<file path="config.mk">
export PLATFORM = sky130hd
export DESIGN_NAME = kbe_serial_div
export DESIGN_NICKNAME = d
export VERILOG_FILES = /design/src/design/kbe_serial_div.sv
export SDC_FILE = /design/constraint.sdc
export NUM_CORES = 1
export LEC_CHECK = 0
export BUFFER_PORTS_ARGS = -buffer_cell sky130_fd_sc_hd__buf_4
export CAP_MARGIN = 20
export CORE_MARGIN = 2
export CORE_UTILIZATION = 61
export DETAILED_ROUTE_END_ITERATION = 8
export PLACE_DENSITY = 0.85
export REMOVE_ABC_BUFFERS = 1
export SYNTH_ARGS = -nofsm -noshare
export SYNTH_HDL_FRONTEND = slang
export SYNTH_SLANG_ARGS = --single-unit
</file>
<file path="constraint.sdc">
create_clock -name clock -period 4.6 [get_ports clock]
set_input_delay 0.23 -clock clock [delete_from_list [all_inputs] [get_ports clock]]
set_output_delay 0.23 -clock clock [all_outputs]
set_load 0.05 [all_outputs]
</file>
<file path="src/design/kbe_serial_div.sv">
// ---------------------------------------------------------------------------
// kbe_serial_div
// Restoring unsigned divider, one quotient bit per cycle.
// ---------------------------------------------------------------------------
module kbe_serial_div #(
   parameter int NUM_WIDTH = 56,
   parameter int DEN_WIDTH = 63
) (
   input  logic                 clock,
   input  logic                 reset,
   input  logic                 start,
   input  logic [NUM_WIDTH-1:0] numer,
   input  logic [DEN_WIDTH-1:0] denom,
   output logic [NUM_WIDTH-1:0] quotient,
   output logic                 done
);

   localparam int CW = $clog2(NUM_WIDTH + 1);

   logic                 busy_ff, busy_in;
   logic                 done_ff, done_in;
   logic [CW-1:0]        count_ff, count_in;
   logic [NUM_WIDTH-1:0] quo_ff, quo_in;
   logic [DEN_WIDTH-1:0] rem_ff, rem_in;
   logic [DEN_WIDTH-1:0] den_ff, den_in;
   logic [DEN_WIDTH:0]   trial;
   logic [DEN_WIDTH:0]   diff;
   logic                 fits;

   always_comb begin
      trial    = {rem_ff, quo_ff[NUM_WIDTH-1]};
      diff     = trial - {1'b0, den_ff};
      fits     = trial >= {1'b0, den_ff};
      busy_in  = busy_ff;
      done_in  = 1'b0;
      count_in = count_ff;
      quo_in   = quo_ff;
      rem_in   = rem_ff;
      den_in   = den_ff;
      if (start) begin
         busy_in  = 1'b1;
         count_in = CW'(NUM_WIDTH);
         quo_in   = numer;
         rem_in   = '0;
         den_in   = denom;
      end else if (busy_ff) begin
         count_in = count_ff - CW'(1);
         quo_in   = {quo_ff[NUM_WIDTH-2:0], fits};
         rem_in   = fits ? diff[DEN_WIDTH-1:0] : trial[DEN_WIDTH-1:0];
         if (count_ff == CW'(1)) begin
            busy_in = 1'b0;
            done_in = 1'b1;
         end
      end
   end

   always_ff @(posedge clock) begin
      if (reset) begin
         busy_ff  <= 1'b0;
         done_ff  <= 1'b0;
         count_ff <= '0;
      end else begin
         busy_ff  <= busy_in;
         done_ff  <= done_in;
         count_ff <= count_in;
      end
   end

   always_ff @(posedge clock) begin
      quo_ff <= quo_in;
      rem_ff <= rem_in;
      den_ff <= den_in;
   end

   assign quotient = quo_ff;
   assign done     = done_ff;

endmodule

</file>
==> qor.csv <==
metric;value;unit
status;complete, no violations;
Worst Hold Class;in -> reg;
Die H;143;um
All-Layer GR Usage;0.295;
final wirelength;29800;um
first-pass GRT wire length;47800;um
initial antenna violation count;0;
Fin Clk Skew;0.0236;ns
Ports;179;
Tcrit/Tclk final;0.839;
hold path start;numer[17];
leak pwr;0.00610;uW
DR pass1 iterations;5;
routed vias/inst;6.12;
CP arrival;4.22;ns
delay-heaviest family, CP;compound AO/OA/AOI/OAI gates;
share of cells above drive strength 1;0.225;
placed cell count;1543;
setup_tns;0;ns
CTS resizes;0;
Worst Setup SP;quotient[55];
Syn Area/Cell;9.76;sq um
Chip Width;143;um
Synth warnings;0;
CTS tree;done;
RSZ-0062 raised after global routing;no;
largest net degree at the start of global routing;105;
Antenna Diode Count;0;
residual DRC count;0;
Post-DRT Antenna Nets;0;
area delta synth->final;22.1;%
Initial Utilization;0.625;
Layout Cells excl Fill;1640;
vias;10000;
Max Freq;259;MHz
WS Path Type;reg -> reg;
CP required;4.97;ns
Synth Cell Area;0.0117;sq mm
grt ovf;0;
EDFF count, synth;119;
Slew Viols, Final;0;
synth top area cells;edfxtp_1 30%, dfxtp_1 12%, ha_1 6.9%;
Routed WL per cell;18.2;um
Worst-Margin Slew;0.898;ns
min Tclk post-route;3.86;ns
count of state elements after synthesis;190;
deepest clock path buffer count;2;
Setup Viol. Count Final;0;
DP HPWL;20900;um
IO buf count;178;
element type at the critical path end;register;
crit path buf inv count;1;
Critical Path Fanout Max;19;
num rows;50;
Yosys top cell area share;0.305;
Routability Congestion;0.962;
Final Hold Fails;0;
CTS H-tree lvls;4;
Worst path max stage delay;0.58;ns
ys async rst share;0;
post-synthesis sequential area ratio;0.426;
CTS clk-pin slew, worst paths;0.09;ns
Die Area;0.0204;sq mm
Pwr Density;363;mW/mm^2
Max Cap Violations;0;
top_reg_cell synth;edfxtp_1;
synthesized instance count;1202;
CP max-delay cell;nand2_1;
vias in the first global route;9989;
latest clock arrival within the worst-skew pair;0.45;ns
core area;0.0188;sq mm
Synth area leader;edfxtp_1;
final hold slack;0.0751;ns
post-CTS setup buffers;0;
CTS buffer count;17;
Setup crit start kind;register;
crit-path cells;inv_1, ha_1, fa_1, nand2b_1, a21oi_1, o211ai_1, a21oi_1, o31ai_1, a41o_1, nand2_1, nand2_1, a211o_1, o22ai_1;
Final Power;5190;uW
clock sink count;190;
Worst slew margin;0.401;
Worst VDD drop;0.265;mV
clock root cell;clkbuf_16;
r2r startpoint;quotient[55];
DRT iter0 DRCs;881;
count of unique library cells instantiated by Yosys;73;
fin nets;1581;
per-layer routing:
| layer | global-route usage | vias to the layer above | routed length [um] |
|---|---|---|---|
| li1 | - | 4769 | - |
| met1 | 0.362 | 4716 | 12000 |
| met4 | 0.121 | 0 | 892 |
| met5 | 0 | - | 0 |
| met2 | 0.504 | 472 | 14700 |
| met3 | 0.0657 | 74 | 2260 |
synthesized netlist by cell type (all sizes together) (10+ instances only):
library cell    n
a211oi         41
a21o           41
a21oi         105
a311oi         15
a31oi          11
buf            35
clkbuf         40
dfxtp          71
edfxtp        119
ha             65
inv            74
mux2           61
mux2i          11
nand2          98
nand2b         12
nand3          17
nand4          24
nor2          115
nor2b          14
nor3           17
o21a           10
o21ai          43
o21bai         18
xnor2          29
xor2           27
worst paths after layout:
path | endpoint | slack, ns | cells after the start
max | rem_ff[56] | 0.74 | 13
min reg2reg | rem_ff[25] | 0.51 | 2
max reg2reg | rem_ff[56] | 0.74 | 13
min | quotient[17] | 0.08 | 2
layout make-up:
cell class | count | area (sq um)
sequential | 190 | 5000
clock buffer | 17 | 425
timing repair buffer | 247 | 2060
tap | 234 | 293
fill | 1257 | 4440
inverter | 74 | 278
clock inverter | 15 | 181
multi-input combinational | 863 | 6090
worst register-to-register path: cells and delay by family (launching register included):
| kind | cells | cell delay [ns] |
|---|---|---|
| AND/OR/NAND/NOR | 3 | 1.13 |
| AO/OA/AOI/OAI | 7 | 1.59 |
| adder cells (fa/ha/maj) | 2 | 0.62 |
| flip-flops | 1 | 0.37 |
| buffers and inverters | 1 | 0.06 |
cells by family after synthesis:
family | after synthesis | synth area share
flops | 190 | 0.426
simple gates | 332 | 0.132
mux | 72 | 0.0679
buf+inv | 149 | 0.0550
compound gates | 337 | 0.207
fa+ha+maj | 66 | 0.0710
xor+xnor | 56 | 0.0418
stage by stage:
step	util	setup WS, ns	cell area [sq um]
6_report	0.763	0.743	14300
5_1_grt	0.763	0.465	14300
4_1_cts	0.762	0.847	14300
3_5_place_dp	0.696	0.838	13100
3_3_place_gp	0.696	1.03	13100
2_1_floorplan	-	-0.236	11400
repair_timing:
item,in CTS,in global routing
hold buffers,64,0
endpoints found under the hold margin,69,0
endpoints found under the setup margin,0,0
report_power, final:
group / total (uW) / internal [uW] / switching [uW] / leakage (uW)
clock: 1510 / 741 / 771 / 0.000295
combinational: 1590 / 627 / 963 / 0.00404
sequential: 2090 / 1980 / 107 / 0.00176
layout by cell type (no fill, tap or decap), types with 12 or more instances in the layout:
cell           netlist  final
a211oi_2            18     18
clkbuf_16            0     17
ha_1                65     65
nand2b_1            12     12
a21oi_1            105    105
o21ai_1             15     15
edfxtp_1           119    119
nor2b_1             14     14
nor2_1             115    115
o21ai_0             28     28
nand2_1             98     98
inv_1               74     73
xor2_1              27     27
buf_4                4    179
a311oi_2            12     12
a21o_1              41     41
nand4_1             24     24
a211oi_1            23     23
mux2_2              58     58
nor3_1              15     15
nand3_1             17     17
dlygate4sd3_1        0     64
o21bai_1            18     18
xnor2_1             29     29
dfxtp_1             71     70
registers in the layout, summed over array words and instances, names as in the netlist:
signal    flops
quotient     56
den_ff       63
rem_ff       63
count_ff      6
done          1
busy_ff       1
No activity file was read; power rests on OpenSTA's default activity.
