## config.mk

```make
export PLATFORM = sky130hd
export DESIGN_NAME = kbe_shift_mul
export DESIGN_NICKNAME = d
export VERILOG_FILES = /design/src/design/kbe_shift_mul.sv
export SDC_FILE = /design/constraint.sdc
export NUM_CORES = 1
export LEC_CHECK = 0
export BUFFER_PORTS_ARGS = -buffer_cell sky130_fd_sc_hd__buf_2
export CAP_MARGIN = 20
export CORE_MARGIN = 2
export CORE_UTILIZATION = 55
export CTS_BUF_LIST = sky130_fd_sc_hd__clkbuf_2 sky130_fd_sc_hd__clkbuf_4 sky130_fd_sc_hd__clkbuf_8
export CTS_CLUSTER_DIAMETER = 60
export DETAILED_ROUTE_END_ITERATION = 6
export PLACE_DENSITY = 0.9
export SYNTH_ARGS = -nofsm -noshare
export SYNTH_HDL_FRONTEND = slang
export SYNTH_SLANG_ARGS = --single-unit
```

## constraint.sdc

```tcl
create_clock -name clock -period 3.2 [get_ports clock]
set_clock_uncertainty 0.15 [all_clocks]
set_input_delay 0.32 -clock clock [delete_from_list [all_inputs] [get_ports clock]]
set_output_delay 0.32 -clock clock [all_outputs]
set_load 0.02 [all_outputs]
```

## src/design/kbe_shift_mul.sv

```systemverilog
// ---------------------------------------------------------------------------
// kbe_shift_mul
// Unsigned bit-serial shift-add multiplier, one multiplier bit per cycle.
// ---------------------------------------------------------------------------
module kbe_shift_mul #(
   parameter int A_WIDTH = 24,
   parameter int B_WIDTH = 24
) (
   input  logic                       clock,
   input  logic                       reset,
   input  logic                       start,
   input  logic [A_WIDTH-1:0]         a,
   input  logic [B_WIDTH-1:0]         b,
   output logic [A_WIDTH+B_WIDTH-1:0] product,
   output logic                       done
);

   localparam int PW = A_WIDTH + B_WIDTH;
   localparam int CW = $clog2(B_WIDTH + 1);

   logic          busy_ff, busy_in;
   logic          done_ff, done_in;
   logic [CW-1:0] count_ff, count_in;
   logic [PW-1:0] acc_ff, acc_in;
   logic [PW-1:0] mcand_ff, mcand_in;
   logic [B_WIDTH-1:0] mplier_ff, mplier_in;

   always_comb begin
      busy_in   = busy_ff;
      done_in   = 1'b0;
      count_in  = count_ff;
      acc_in    = acc_ff;
      mcand_in  = mcand_ff;
      mplier_in = mplier_ff;
      if (start) begin
         busy_in   = 1'b1;
         count_in  = CW'(B_WIDTH);
         acc_in    = '0;
         mcand_in  = PW'(a);
         mplier_in = b;
      end else if (busy_ff) begin
         count_in  = count_ff - CW'(1);
         if (mplier_ff[0]) begin
            acc_in = acc_ff + mcand_ff;
         end
         mcand_in  = mcand_ff << 1;
         mplier_in = mplier_ff >> 1;
         if (count_ff == CW'(1)) begin
            busy_in = 1'b0;
            done_in = 1'b1;
         end
      end
   end

   always_ff @(posedge clock) begin
      if (reset) begin
         busy_ff  <= 1'b0;
         done_ff  <= 1'b0;
         count_ff <= '0;
      end else begin
         busy_ff  <= busy_in;
         done_ff  <= done_in;
         count_ff <= count_in;
      end
   end

   always_ff @(posedge clock) begin
      acc_ff    <= acc_in;
      mcand_ff  <= mcand_in;
      mplier_ff <= mplier_in;
   end

   assign product = acc_ff;
   assign done    = done_ff;

endmodule

```

==> flow_metrics.env <==
export IMPL_status="finished, final reports clean"
export IMPL_yosysTopAreaCellShare_pct=20.7
export IMPL_dp_hpwl_mm=13.6
export IMPL_synthMuxAreaShare_pct=10.5
export IMPL_grt_pass1_vias=6497
export IMPL_swShare_pct=30.2
export IMPL_antennaDiodeCount=0
export IMPL_ir_worst_vdd_v=0.000446
export IMPL_synth_compound_area_share_pct=19.0
export IMPL_critical_path_class="register to register"
export IMPL_grt_usage_pct=26.6
export IMPL_drt_first_iter_violations=613
export IMPL_ys_ff_latch=127
export IMPL_synth_cells=808
export IMPL_synth_common_cells="nand2_1, a21oi_1, dfxtp_1"
export IMPL_final_setup_tns_ns=0
export IMPL_synth_top_family_by_area="compound AO/OA/AOI/OAI gates"
export IMPL_overflow=0
export IMPL_p_comb_share_pct=20.1
export IMPL_drt_wl_total_mm=19.4
export IMPL_wl_per_cell_um=17.2
export IMPL_clkSinkCount=127
export IMPL_finalSetupViolCount=0
export IMPL_vias=6724
export IMPL_worst_pin_slew_ns=0.672
export IMPL_ant_nets=0
export IMPL_die_area_mm2=0.0148
export IMPL_fp_row_count=43
export IMPL_pwr_share_clk_pct=34.6
export IMPL_routabilityCongestion=0.981
export IMPL_drive_gt1_share_pct=25.5
export IMPL_cts_root_buf="clkbuf_8"
export IMPL_maxCapViolCount=0
export IMPL_worstPathRequired_ns=3.40
export IMPL_synth_async_reset_ratio_pct=0
export IMPL_p_leak_nw=3.92
export IMPL_clockBufferDepth=2
export IMPL_ys_warn_count=0
export IMPL_period_minus_slack_ns=3.09
export IMPL_via_per_inst=5.96
export IMPL_crit_path_end_kind="register"
export IMPL_grt_start_max_net_pins=61
export IMPL_synth_most_common_cell="nand2_1"
export IMPL_hp_class="primary input to register"
export IMPL_initial_utilization_pct=55.7
export IMPL_synth_fa_ha_area_share_pct=8.29
export IMPL_syn_num_nets=909
export IMPL_cts_buffers=17
export IMPL_critPathMaxFanout=6
export IMPL_synth_area_leaders="dfxtp_1, edfxtp_1, ha_1, mux2_2, a21oi_1"
export IMPL_power_density_mw_per_mm2=450
export IMPL_max_freq_ghz=0.323
export IMPL_slew_limit_headroom_pct=55.2
export IMPL_finalHoldViolations=0
export IMPL_drv_slew=0
export IMPL_worstSkewPairLatency_ns=0.46
export IMPL_synth_ff_type="dfxtp_1"
export IMPL_syn_area_mm2=0.00764
export IMPL_place_ws_ns=0.0161
export IMPL_path_cells="ha_2 > nand4_1 > or4_1 > o32a_1 > nand4_1 > a211oi_2 > nor2_2 > a31oi_1 > and4_1 > a311o_1"
export IMPL_portBuffers=99
export IMPL_drc=0
export IMPL_critPathArrivalTime_ns=3.29
export IMPL_grt_pass1_wl_mm=31.2
export IMPL_internal_power_w=0.00286
export IMPL_fin_ws_ns=0.108
export IMPL_synth_edf_count=48
export IMPL_yosys_area_top_type="dfxtp_1"
export IMPL_area_delta_synth_final_pct=19.5
export IMPL_path_common_cell="nand4_1"
export IMPL_synth_xor_area_share_pct=3.90
export IMPL_finalCritPeriodShare_pct=96.6
export IMPL_fp_dieW_um=122
export IMPL_power_frac_seq_pct=45.3
export IMPL_tritoncts="yes"
export IMPL_power_switching_w=0.00124
export IMPL_regToRegSetupSlack_ns=0.11
export IMPL_yosys_area_share_simple_pct=15.6
export IMPL_worst_setup_path_start_kind="register"
export IMPL_max_stage_delay_ns=0.57
export IMPL_yosysSeqAreaShare_pct=39.6
export IMPL_synthDistinctLibCells=77
export IMPL_first_pass_iters=6
export IMPL_slowest_stage="or4_1"
export IMPL_coreArea_mm2=0.0137
export IMPL_fin_nets=1037
export IMPL_io_pins=100
export IMPL_die_h_um=122
export IMPL_clk_pin_slew_ns=0.08
export IMPL_fillerInstances=1087
export IMPL_h_tree_depth=4
export IMPL_syn_avg_cell_area_um2=9.45
export IMPL_antenna_found_initial=0
==> path summary, 6_finish.rpt <==
kind	endpoint	cells past startpoint	from
setup / recovery	product[42]$_SDFFE_PP0P_	10	mcand_ff[7]$_DFFE_PP_
hold / removal	mplier_ff[20]$_DFFE_PP_	2	b[20]
setup reg to reg	product[42]$_SDFFE_PP0P_	10	mcand_ff[7]$_DFFE_PP_
hold reg to reg	product[25]$_SDFFE_PP0P_	2	product[25]$_SDFFE_PP0P_
==> layout make-up <==
| cell class | instances | area (µm²) | share of cell area (%) |
|---|---|---|---|
| clock buffers | 18 | 241 | 2.65 |
| flip-flops and latches | 127 | 3020 | 33.1 |
| clock inverters | 14 | 155 | 1.70 |
| repair buffers | 157 | 1010 | 11.0 |
| inverters | 12 | 45.0 | 0.494 |
| multi-input cells | 621 | 4430 | 48.5 |
| well taps | 180 | 225 | 2.47 |
==> sequential cells by signal, summed over array words and instances, names as in the netlist <==
signal     cells
busy_ff        1
mcand_ff      48
done           1
product       48
mplier_ff     24
count_ff       5
==> per-layer routing <==
metal,up-vias,track usage (%),wire length [µm]
met2,249,45.0,9510
met5,-,0,0
met4,0,9.48,397
met1,3189,33.2,8110
met3,41,6.51,1430
li1,3245,-,-
==> critical path: cells and delay by family, from the launching register on <==
kind | cells | cell delay, ns
adders and majority gates | 1 | 0.41
DFF | 1 | 0.41
and+or+nand+nor | 5 | 1.33
AOI/OAI and AO/OA | 4 | 0.68
==> timing repair <==
| action | 4_1_cts | 5_1_grt |
|---|---|---|
| endpoints found under the hold margin | 30 | 0 |
| gates resized for setup | 1 | 12 |
| hold buffers | 24 | 0 |
| pin swaps | 0 | 8 |
| setup buffers | 0 | 4 |
| cloned | 0 | 0 |
| endpoints found under the setup margin | 2 | 13 |
==> stage by stage <==
step           util [%]  total power (W)  hold WS, ns  cell area, µm²  std cells
2_1_floorplan         -          0.00242        0.239            7640        808
3_3_place_gp       61.2          0.00264        0.306            8400       1069
3_5_place_dp       61.2          0.00266        0.315            8400       1069
4_1_cts            65.9          0.00410    0.0000615            9040       1125
5_1_grt            66.5          0.00427      0.00155            9120       1129
6_report           66.5          0.00410       0.0165            9120       1129
==> cells in the final DEF, fill, tap and decap left out, drive strengths merged, types with 6 or more instances in the layout <==
cell type      n
nand2         97
dlygate4sd3   24
mux2          48
a21o          20
a211oi        12
o21ai         32
ha            49
xor2          12
nand3         23
xnor2         22
nand4         12
o21bai         8
mux2i         26
dfxtp         79
nor3          12
a31oi         11
buf          133
a41oi          7
nor2b          6
and2           7
clkbuf        18
and3          11
nor2          51
inv           17
a21oi         81
edfxtp        48
==> power groups by stage <==
stage	Clock (W)	Sequential, W	Combinational, W
after CTS	0.00144	0.00186	0.000801
after detailed placement	0	0.00189	0.000771
after floorplan	0	0.00190	0.000522
after global routing	0.00151	0.00187	0.000895
after global placement	0	0.00189	0.000751
final	0.00142	0.00186	0.000825
==> cell families (layout without fill, tap and decap cells) <==
group,Yosys count,in the layout
compound gates,213,213
xor+xnor,34,34
fa+ha+maj,50,50
mux,74,74
simple gates,250,250
buf+inv,60,201
flops,127,127
Power figures use the tool's default switching activity.
