$ cat src/design/kbe_serial_sqrt.sv
// ---------------------------------------------------------------------------
// kbe_serial_sqrt
// Restoring integer square root, one root bit per cycle.
// ---------------------------------------------------------------------------
module kbe_serial_sqrt #(
   parameter int ROOT_WIDTH = 24
) (
   input  logic                    clock,
   input  logic                    reset,
   input  logic                    start,
   input  logic [2*ROOT_WIDTH-1:0] radicand,
   output logic [ROOT_WIDTH-1:0]   root,
   output logic                    done
);

   localparam int NW = 2 * ROOT_WIDTH;
   localparam int MW = ROOT_WIDTH + 4;
   localparam int CW = $clog2(ROOT_WIDTH + 1);

   logic          busy_ff, busy_in;
   logic          done_ff, done_in;
   logic [CW-1:0] count_ff, count_in;
   logic [NW-1:0] rad_ff, rad_in;
   logic [MW-1:0] rem_ff, rem_in;
   logic [ROOT_WIDTH-1:0] root_ff, root_in;
   logic [MW-1:0] trial_rem;
   logic [MW-1:0] trial_sub;

   always_comb begin
      trial_rem = {rem_ff[MW-3:0], rad_ff[NW-1:NW-2]};
      trial_sub = {2'b00, root_ff, 2'b01};
      busy_in   = busy_ff;
      done_in   = 1'b0;
      count_in  = count_ff;
      rad_in    = rad_ff;
      rem_in    = rem_ff;
      root_in   = root_ff;
      if (start) begin
         busy_in  = 1'b1;
         count_in = CW'(ROOT_WIDTH);
         rad_in   = radicand;
         rem_in   = '0;
         root_in  = '0;
      end else if (busy_ff) begin
         count_in = count_ff - CW'(1);
         rad_in   = rad_ff << 2;
         if (trial_rem >= trial_sub) begin
            rem_in  = trial_rem - trial_sub;
            root_in = {root_ff[ROOT_WIDTH-2:0], 1'b1};
         end else begin
            rem_in  = trial_rem;
            root_in = {root_ff[ROOT_WIDTH-2:0], 1'b0};
         end
         if (count_ff == CW'(1)) begin
            busy_in = 1'b0;
            done_in = 1'b1;
         end
      end
   end

   always_ff @(posedge clock) begin
      if (reset) begin
         busy_ff  <= 1'b0;
         done_ff  <= 1'b0;
         count_ff <= '0;
      end else begin
         busy_ff  <= busy_in;
         done_ff  <= done_in;
         count_ff <= count_in;
      end
   end

   always_ff @(posedge clock) begin
      rad_ff  <= rad_in;
      rem_ff  <= rem_in;
      root_ff <= root_in;
   end

   assign root = root_ff;
   assign done = done_ff;

endmodule

$ cat config.mk
export PLATFORM = sky130hd
export DESIGN_NAME = kbe_serial_sqrt
export DESIGN_NICKNAME = d
export VERILOG_FILES = /design/src/design/kbe_serial_sqrt.sv
export SDC_FILE = /design/constraint.sdc
export NUM_CORES = 1
export LEC_CHECK = 0
export ABC_AREA = 1
export BUFFER_PORTS_ARGS = -buffer_cell sky130_fd_sc_hd__buf_2
export CORE_MARGIN = 3
export CORE_UTILIZATION = 45
export DETAILED_ROUTE_END_ITERATION = 8
export GPL_TIMING_DRIVEN = 1
export PLACE_DENSITY = 0.65
export SLEW_MARGIN = 30
export SYNTH_ARGS = -nofsm -noshare
export SYNTH_HDL_FRONTEND = slang
export SYNTH_SLANG_ARGS = --single-unit
$ cat constraint.sdc
create_clock -name clock -period 5.8 [get_ports clock]
set_input_delay 0.29 -clock clock [delete_from_list [all_inputs] [get_ports clock]]
set_output_delay 0.29 -clock clock [all_outputs]
set_load 0.05 [all_outputs]
==> run metrics, run 1 <==
largest net degree at the start of global routing=62; vias per inst=4.979; hpwl dp=11130 um; max cap viols=0; Vert. Die Dim=124.4 um; average cell area after synthesis=7.108 um2; Crit Path Max Fanout=29; Slew Limit Fails=0; WP data arrival=3.29 ns; largest family of logic cells by synthesized area=simple AND/OR/NAND/NOR gates; syn_nets=967; CTS root buf=clkbuf_16; Post-Syn Area=0.006312 mm2; htree depth=3; Detailed Route Iter0 Violations=369; Syn. warnings=0; cells after synthesis=888; fin crit share=51.72%; area of the die=0.01548 mm2; n_diodes=0; simple-gate portion of the synthesized area=34.07%; clock buffer depth=2; drt drc=0; sequential area share after synthesis=40.91%; area grow syn2layout=12.45%; clk sinks=105; final worst slack=2.801 ns; layout cells sized above 1=13.21%; RR Endpoint=rem_ff[8]; post-CTS setup buffers=0; critical path capture point type=flip-flop; R2R depth=6; R2R Setup Slk=2.80 ns; hold path start=reset; TritonCTS clock tree=done; Row Count=42; gr usage total=19.94%; vias in the first global route=5496; GPL Wtd Cong=0.9153; Critical Path RT=6.09 ns; remaining antenna violation count after routing=0; starting density of the core=46.92%; Compound-Gate Fraction of Synth Area=7.691%; initial antenna violation count=0; #FFs+latches synth=105; vias=5626; Main synth FF type=dfxtp_1; FMAX=333.4 MHz; Synth Area in XOR/XNOR=1.388%; io pins=76; GR Overflow Total=0; Startpoint Class=flip-flop; # nets final=1028; chip width=124.4 um; area of the core=0.01345 mm2; clock latency on the worst-skew pair=0.36 ns; setup_tns=0 ns; pre-CTS setup slack=2.961 ns; final hold vios=0; post-synthesis adder-cell area fraction=5.550%; post_cts resized=0; slew at the pin closest to its max-slew limit=0.8689 ns; clock-pin slew on the worst setup and hold paths=0.07 ns; WS Path Type=flip-flop to flip-flop; end of the worst hold path=count_ff[3]; Routed WL=14980 um; RSZ-0062 raised after global routing=no; count of final setup violators=0; peak supply drop=0.2809 mV; post-route minimum period=2.999 ns; Leakage=3.674 nW; asr flop ratio synth=0%; EDFF count, synth=48; status=finished, final reports clean; worst r2r src=busy_ff; Hold WC Path Type=input pin to flip-flop; WHS Path Cells=2; Buffers on Ports=75; first-pass GRT wire length=25510 um; Final Skew=0.01325 ns; DR WL/cell=13.25 um; Power Density=572.2 mW/mm2; Yosys cell types=39; TritonCTS buffer count=9; multiplexer area fraction after synthesis=0%; Max-slew headroom=41.72%; # hold bufs at CTS=0; first-pass iteration count of the detailed router=5
==> layout make-up <==
class / count / area [um2]
Clock buffer: 12 / 256.5
Clock inverter: 4 / 56.30
Fill cell: 1406 / 6355
Inverter: 134 / 503.0
Multi-Input combinational cell: 620 / 3074
Sequential cell: 105 / 2582
Tap cell: 176 / 220.2
Timing Repair Buffer: 79 / 405.4
==> per-stage QoR <==
step                power, W  util [%]  hold WS, ns  std cells  instance area [um2]
floorplan           0.003033         -       0.3594        888                 6312
global placement    0.003391     50.44       0.4586       1114                 6785
detailed placement  0.003409     50.44       0.4652       1114                 6785
CTS                 0.004068     52.76       0.1034       1130                 7098
global route        0.004460     52.76       0.1194       1130                 7098
finish              0.004062     52.76       0.1159       1130                 7098
==> how the worst max path moves through the flow <==
stage / from / end / slack (ns) / cells after the start
2_1_floorplan: start / rad_ff[0] / 3.18 / 4
3_3_place_gp: start / rad_ff[25] / 2.99 / 5
3_5_place_dp: start / rad_ff[30] / 2.96 / 5
4_1_cts: busy_ff / rem_ff[8] / 3.15 / 6
5_1_grt: busy_ff / rem_ff[8] / 2.49 / 6
6_report: busy_ff / rem_ff[8] / 2.80 / 6
==> registers in the layout, summed over array words and instances (netlist names) <==
signal and cells:
count_ff 5, done 1, rem_ff 26, busy_ff 1, root 24, rad_ff 48
==> where the power goes <==
group	switching, W	internal (W)
combinational	0.00169	0.000779
clock	0.000278	0.000363
sequential	0.0000682	0.000883
==> routing by layer <==
metal | part of all wire (%) | vias to the layer above | wire length [um] | global-route usage, %
met4 | 1.5 | 0 | 224 | 5.738
met2 | 45 | 145 | 6769 | 32.38
li1 | - | 2935 | - | -
met5 | 0 | - | 0 | 0
met1 | 47 | 2529 | 6988 | 26.06
met3 | 6.6 | 17 | 994 | 5.532
==> synth_stat cells (3+ instances only) <==
cell	n	area share [%]
nand4_2	7	1.4
nor3_1	5	0.40
clkbuf_1	17	1.0
nand3b_1	6	0.71
nor2_1	54	3.2
buf_2	4	0.32
nand2_2	6	0.59
inv_2	5	0.30
o21ai_1	6	0.48
buf_1	3	0.18
o211ai_1	7	0.83
buf_4	3	0.36
edfxtp_1	48	23
o21ai_0	7	0.55
a21oi_2	4	0.55
a21oi_1	26	2.1
nand2_1	364	22
o22ai_1	23	2.3
xnor2_1	8	1.1
dfxtp_1	57	18
nand3_1	29	2.3
ha_1	28	5.6
inv_1	129	7.7
nand4_1	20	2.0
nor2_4	4	0.71
==> cells by family (layout without fill, tap and decap cells) <==
| logic type | count (synthesis) | in the layout |
|---|---|---|
| flip-flops | 105 | 105 |
| XOR/XNOR | 10 | 10 |
| AND/OR/NAND/NOR | 502 | 502 |
| AO/OA/AOI/OAI | 80 | 80 |
| buffers and inverters | 163 | 229 |
| adder cells (fa/ha/maj) | 28 | 28 |
==> critical path, stage by stage, from the launching register on <==
cell	delay, ns
dfxtp_1	0.58
inv_1	0.40
nor2_1	0.53
clkinv_1	0.85
a21oi_1	0.36
o21ai_0	0.13
nand2_1	0.07
==> cell usage in the layout, fill, tap and decap left out, drive strengths merged <==
cell type | netlist | final
nand2 | 372 | 372
inv | 134 | 136
buf | 12 | 79
nor2 | 59 | 59
dfxtp | 57 | 57
edfxtp | 48 | 48
nand3 | 31 | 31
a21oi | 31 | 31
ha | 28 | 28
nand4 | 27 | 27
o22ai | 23 | 23
o21ai | 13 | 13
clkbuf | 17 | 12
xnor2 | 8 | 8
o211ai | 7 | 7
nand3b | 6 | 6
nor3 | 5 | 5
xor2 | 2 | 2
a31oi | 2 | 2
o21bai | 2 | 2
clkinv | 0 | 1
a211oi | 1 | 1
nor3b | 1 | 1
o31ai | 1 | 1
nor4 | 1 | 1
bufinv | 0 | 1
(Power assumes the default switching activity.)
==> run 2, diff against run 1 <==
--- a/config.mk
+++ b/config.mk
@@ -11,7 +11,7 @@
 export CORE_UTILIZATION = 45
 export DETAILED_ROUTE_END_ITERATION = 8
 export GPL_TIMING_DRIVEN = 1
-export PLACE_DENSITY = 0.65
+export PLACE_DENSITY = 0.68
 export SLEW_MARGIN = 30
 export SYNTH_ARGS = -nofsm -noshare
 export SYNTH_HDL_FRONTEND = slang
==> constraint.sdc (replaced) <==
create_clock -name clock -period 2.4 [get_ports clock]
set_input_delay 0.12 -clock clock [delete_from_list [all_inputs] [get_ports clock]]
set_output_delay 0.12 -clock clock [all_outputs]
set_load 0.05 [all_outputs]
==> run metrics, run 2 (synthesis results as in run 1) <==
status=finished, final reports clean; P_sw=0.005236 W; Power Density=1408 mW/mm2; area of the core=0.01345 mm2; area of the die=0.01548 mm2; first-pass GRT wire length=25520 um; GPL Wtd Cong=0.9541; Clk pwr share=14.1%; vias per inst=4.946; chip width=124.4 um; starting density of the core=46.92%; peak supply drop=0.7830 mV; vias in the first global route=5320; R2R depth=12; end of the worst hold path=rad_ff[1]; Logic pwr share=63.2%; RR Endpoint=rem_ff[11]; R2R Setup Slk=0.18 ns; largest net degree at the start of global routing=59; WP data arrival=2.46 ns; hpwl dp=11530 um; count of final setup violators=0; clk sinks=105; CP top delay family=simple AND/OR/NAND/NOR gates; max cap viols=0; first-pass iteration count of the detailed router=5; htree depth=3; worst path bufs/invs=2; Buffers on Ports=75; Leakage=3.713 nW; # nets final=1038; total internal power=0.004880 W; final core occ=53.42%; io pins=76; hold path start=radicand[1]; Most flops, register=rad_ff; critical path capture point type=flip-flop; worst path cell trace=inv_1, ha_1, nand2_2, nor2_2, nand2_1, inv_2, nand3_1, nand2_1, nor2_4, nand2_4, o211ai_1, nand2_1; gr usage total=19.98%; Startpoint Class=flip-flop; final hold vios=0; clock buffer depth=2; FMAX=450.6 MHz; Critical Path RT=2.64 ns; clock latency on the worst-skew pair=0.36 ns; TritonCTS buffer count=9; DR WL/cell=13.49 um; post-route minimum period=2.219 ns; RSZ-0062 raised after global routing=yes; Final Skew=0.009383 ns; CP max stage cell=ha_1; worst r2r src=root[11]; Routed WL=15370 um; clock-pin slew on the worst setup and hold paths=0.07 ns; n_diodes=0; CP peak stage delay=0.39 ns; leading cell type in the layout, fill and taps excluded=nand2_1; WS Path Type=flip-flop to flip-flop; CP most frequent cell=nand2_1; layout cells sized above 1=14.42%; sw frac=51.76%; drt drc=0; slew at the pin closest to its max-slew limit=0.5823 ns; Hold Slack=0.01117 ns; fin crit share=92.47%; Detailed Route Iter0 Violations=381; Vert. Die Dim=124.4 um; Max-slew headroom=61.04%; Row Count=42; Hold WC Path Type=input pin to flip-flop; commonest cells after routing, fill and taps aside=nand2_1, inv_1, buf_2; vias=5639; post-placement cell count=1122; GR Overflow Total=0; area grow syn2layout=13.86%; initial antenna violation count=1; Seq pwr share=22.7%; CTS root buf=clkbuf_16; max reg flops=48; remaining antenna violation count after routing=0; Power Total=0.01012 W; Slew Limit Fails=0; WHS Path Cells=3; TritonCTS clock tree=done; Crit Path Max Fanout=16; post-CTS setup buffers=0; Post-Layout Cell Count=1140
-- run 2: power groups by stage --
stage                     Combinational [W]  Sequential [W]  Clock [W]
after floorplan                     0.00503         0.00230          0
after global placement              0.00607         0.00233          0
after detailed placement            0.00607         0.00233          0
after CTS                           0.00611         0.00229    0.00147
after global routing                0.00719         0.00233    0.00154
final                               0.00639         0.00230    0.00143
-- run 2: worst max path at each step --
stage | end | startpoint | cells after the start | slack (ns)
after floorplan | rem_ff[2] | root[11] | 13 | 0.06
after global placement | rem_ff[19] | root[8] | 12 | 0.23
after detailed placement | rem_ff[24] | root[11] | 14 | 0.20
after CTS | rem_ff[24] | root[11] | 14 | 0.18
after global routing | rem_ff[23] | root[11] | 14 | -0.003
final | rem_ff[11] | root[11] | 12 | 0.18
-- run 2: timing repair --
action | in CTS | in global routing
endpoints found under the setup margin | 0 | 13
endpoints found under the hold margin | 2 | 0
hold buffers | 1 | 0
gates resized for setup | 0 | 6
-- run 2: layer usage --
layer | share of wire, % | track usage, % | up-vias
met3 | 6.7 | 5.189 | 32
met1 | 47 | 27.20 | 2484
met5 | 0.085 | 0 | -
met4 | 2.5 | 6.770 | 2
met2 | 43 | 30.95 | 155
li1 | - | - | 2966
-- run 2: cell type report --
class / instances / area, um2
inverters: 134 / 503.0
clock buffers: 9 / 225.2
well taps: 176 / 220.2
repair buffers: 88 / 500.5
flip-flops and latches: 105 / 2582
multi-input cells: 621 / 3103
clock inverters: 7 / 52.55
fillers: 1422 / 6266
-- run 2: per-stage QoR --
stage / setup slack (ns) / setup TNS, ns / instance area [um2]
3_5_place_dp: 0.1975 / 0 / 6870
4_1_cts: 0.1786 / 0 / 7158
6_report: 0.1807 / 0 / 7187
2_1_floorplan: 0.06049 / 0 / 6314
3_3_place_gp: 0.2257 / 0 / 6870
5_1_grt: -0.002648 / -0.002648 / 7187
-- run 2: tightest hold or removal path, stage by stage --
cell and delay [ns]:
buf_2 0.07, nand2_1 0.04, inv_1 0.04
==> run 3, diff against run 2 <==
--- a/config.mk
+++ b/config.mk
@@ -7,11 +7,13 @@
 export LEC_CHECK = 0
 export ABC_AREA = 1
 export BUFFER_PORTS_ARGS = -buffer_cell sky130_fd_sc_hd__buf_2
+export CELL_PAD_IN_SITES_DETAIL_PLACEMENT = 0
+export CELL_PAD_IN_SITES_GLOBAL_PLACEMENT = 1
 export CORE_MARGIN = 3
-export CORE_UTILIZATION = 45
+export CORE_UTILIZATION = 38
 export DETAILED_ROUTE_END_ITERATION = 8
 export GPL_TIMING_DRIVEN = 1
-export PLACE_DENSITY = 0.68
+export PLACE_DENSITY = 0.77
 export SLEW_MARGIN = 30
 export SYNTH_ARGS = -nofsm -noshare
 export SYNTH_HDL_FRONTEND = slang
==> run metrics, run 3 (synthesis results as in run 1) <==
leading cell type in the layout, fill and taps excluded=nand2_1; R2R Setup Slk=0.17 ns; Reg area=0.002582 mm2; n_diodes=0; drt drc=0; largest net degree at the start of global routing=59; final worst slack=0.1710 ns; TritonCTS clock tree=done; setup_tns=0 ns; # nets final=1044; Final Cell Area=0.007297 mm2; Leakage=3.744 nW; GR Overflow Total=0; WP data arrival=2.47 ns; FMAX=448.6 MHz; WS Path Type=flip-flop to flip-flop; critical path capture point type=flip-flop; layout cells sized above 1=15.46%; fin crit share=92.87%; gr usage total=18.45%; Final Skew=0.01044 ns; worst r2r src=rem_ff[19]; CTS root buf=clkbuf_16; Routed WL=16620 um; WHS Path Cells=3; GPL Wtd Cong=0.8617; pre-CTS setup slack=0.1849 ns; worst path cell trace=ha_2, nand2_1, nand2_1, nand2_1, nand2_1, a21oi_1, nand2_1, nor2_4, nand2_4, o211ai_1, nand2_1; CP max stage cell=dfxtp_1; Power Density=1436 mW/mm2; remaining antenna violation count after routing=0; first-pass iteration count of the detailed router=4; Row Count=46; initial antenna violation count=0; TritonCTS buffer count=9; CP peak stage delay=0.42 ns; max cap viols=0; Hold Slack=0.01314 ns; end of the worst hold path=rad_ff[0]; Hold WC Path Type=input pin to flip-flop; Critical Path RT=2.64 ns; Buffers on Ports=75; Crit Path Max Fanout=16; clock buffer depth=2; peak supply drop=0.9185 mV; Multi-input gate area=0.003128 mm2; DR WL/cell=14.01 um; Detailed Route Iter0 Violations=276; Max-slew headroom=59.36%; hpwl dp=12270 um; io pins=76; max reg flops=48; count of final setup violators=0; R2R depth=11; clock latency on the worst-skew pair=0.36 ns; status=finished, final reports clean; final hold vios=0; Post-DP Area=0.006930 mm2; Slew Limit Fails=0; first-pass GRT wire length=26740 um; RR Endpoint=rem_ff[11]; Fillers=1718; starting density of the core=39.31%; vias in the first global route=5354; clock-pin slew on the worst setup and hold paths=0.08 ns; clk sinks=105; hold path start=radicand[0]; chip width=134.9 um; area grow syn2layout=15.60%; Most flops, register=rad_ff; area of the core=0.01606 mm2; post-route minimum period=2.229 ns; Vert. Die Dim=134.9 um; CP most frequent cell=nand2_1; area of the die=0.01819 mm2; commonest cells after routing, fill and taps aside=nand2_1, inv_1, buf_2; vias per inst=4.699; htree depth=3; Startpoint Class=flip-flop; vias=5573; slew at the pin closest to its max-slew limit=0.6096 ns
run 3: cell types whose count changed in the layout (fill, tap and decap cells not counted), sizes merged:
cell      previous run  this run
buf                 87        93
clkinvlp             1         0
clkinv               3         4
run 3: report_power, final:
group / switching, W / internal [W] / total [W]
logic: 0.00445 / 0.00228 / 0.00673
clock network: 0.000731 / 0.000715 / 0.00145
registers: 0.000172 / 0.00213 / 0.00230
run 3: timing repair:
item,4_1_cts,5_1_grt
resized for setup,0,11
endpoints found under the hold margin,2,0
endpoints found under the setup margin,0,5
buffers inserted,0,3
hold buffers,1,0
run 3: worst max-delay path by stage:
stage,from,depth (start not counted),slack (ns),endpoint
global placement,root[20],14,0.18,rem_ff[19]
global route,rem_ff[19],12,-0.01,rem_ff[19]
finish,rem_ff[19],11,0.17,rem_ff[11]
CTS,root[19],14,0.16,rem_ff[20]
floorplan,root[11],13,0.06,rem_ff[2]
detailed placement,root[19],14,0.18,rem_ff[20]
run 3: critical path: cells and delay by family (launching register included):
kind | cells | cell delay [ns]
fa+ha+maj | 1 | 0.35
compound gates | 2 | 0.40
flops | 1 | 0.42
simple gates | 8 | 0.93
run 3: layout make-up:
type	count	share of cell area, %
multi-input cells	621	42.87
repair buffers	94	7.356
flip-flops and latches	105	35.39
inverters	134	6.893
clock buffers	9	3.086
well taps	216	3.704
clock inverters	7	0.7030
run 3: routing by layer:
metal	global-route usage, %	wire [um]
met1	25.17	8049
met2	29.16	7441
met3	4.955	959
met4	4.695	167
met5	0	0
run 3: through the flow:
stage	utilization, %	instances	power [W]
2_1_floorplan	-	888	0.007328
3_3_place_gp	43.16	1165	0.008663
3_5_place_dp	43.16	1165	0.008613
4_1_cts	44.94	1182	0.01010
5_1_grt	45.44	1186	0.01145
6_report	45.44	1186	0.01048
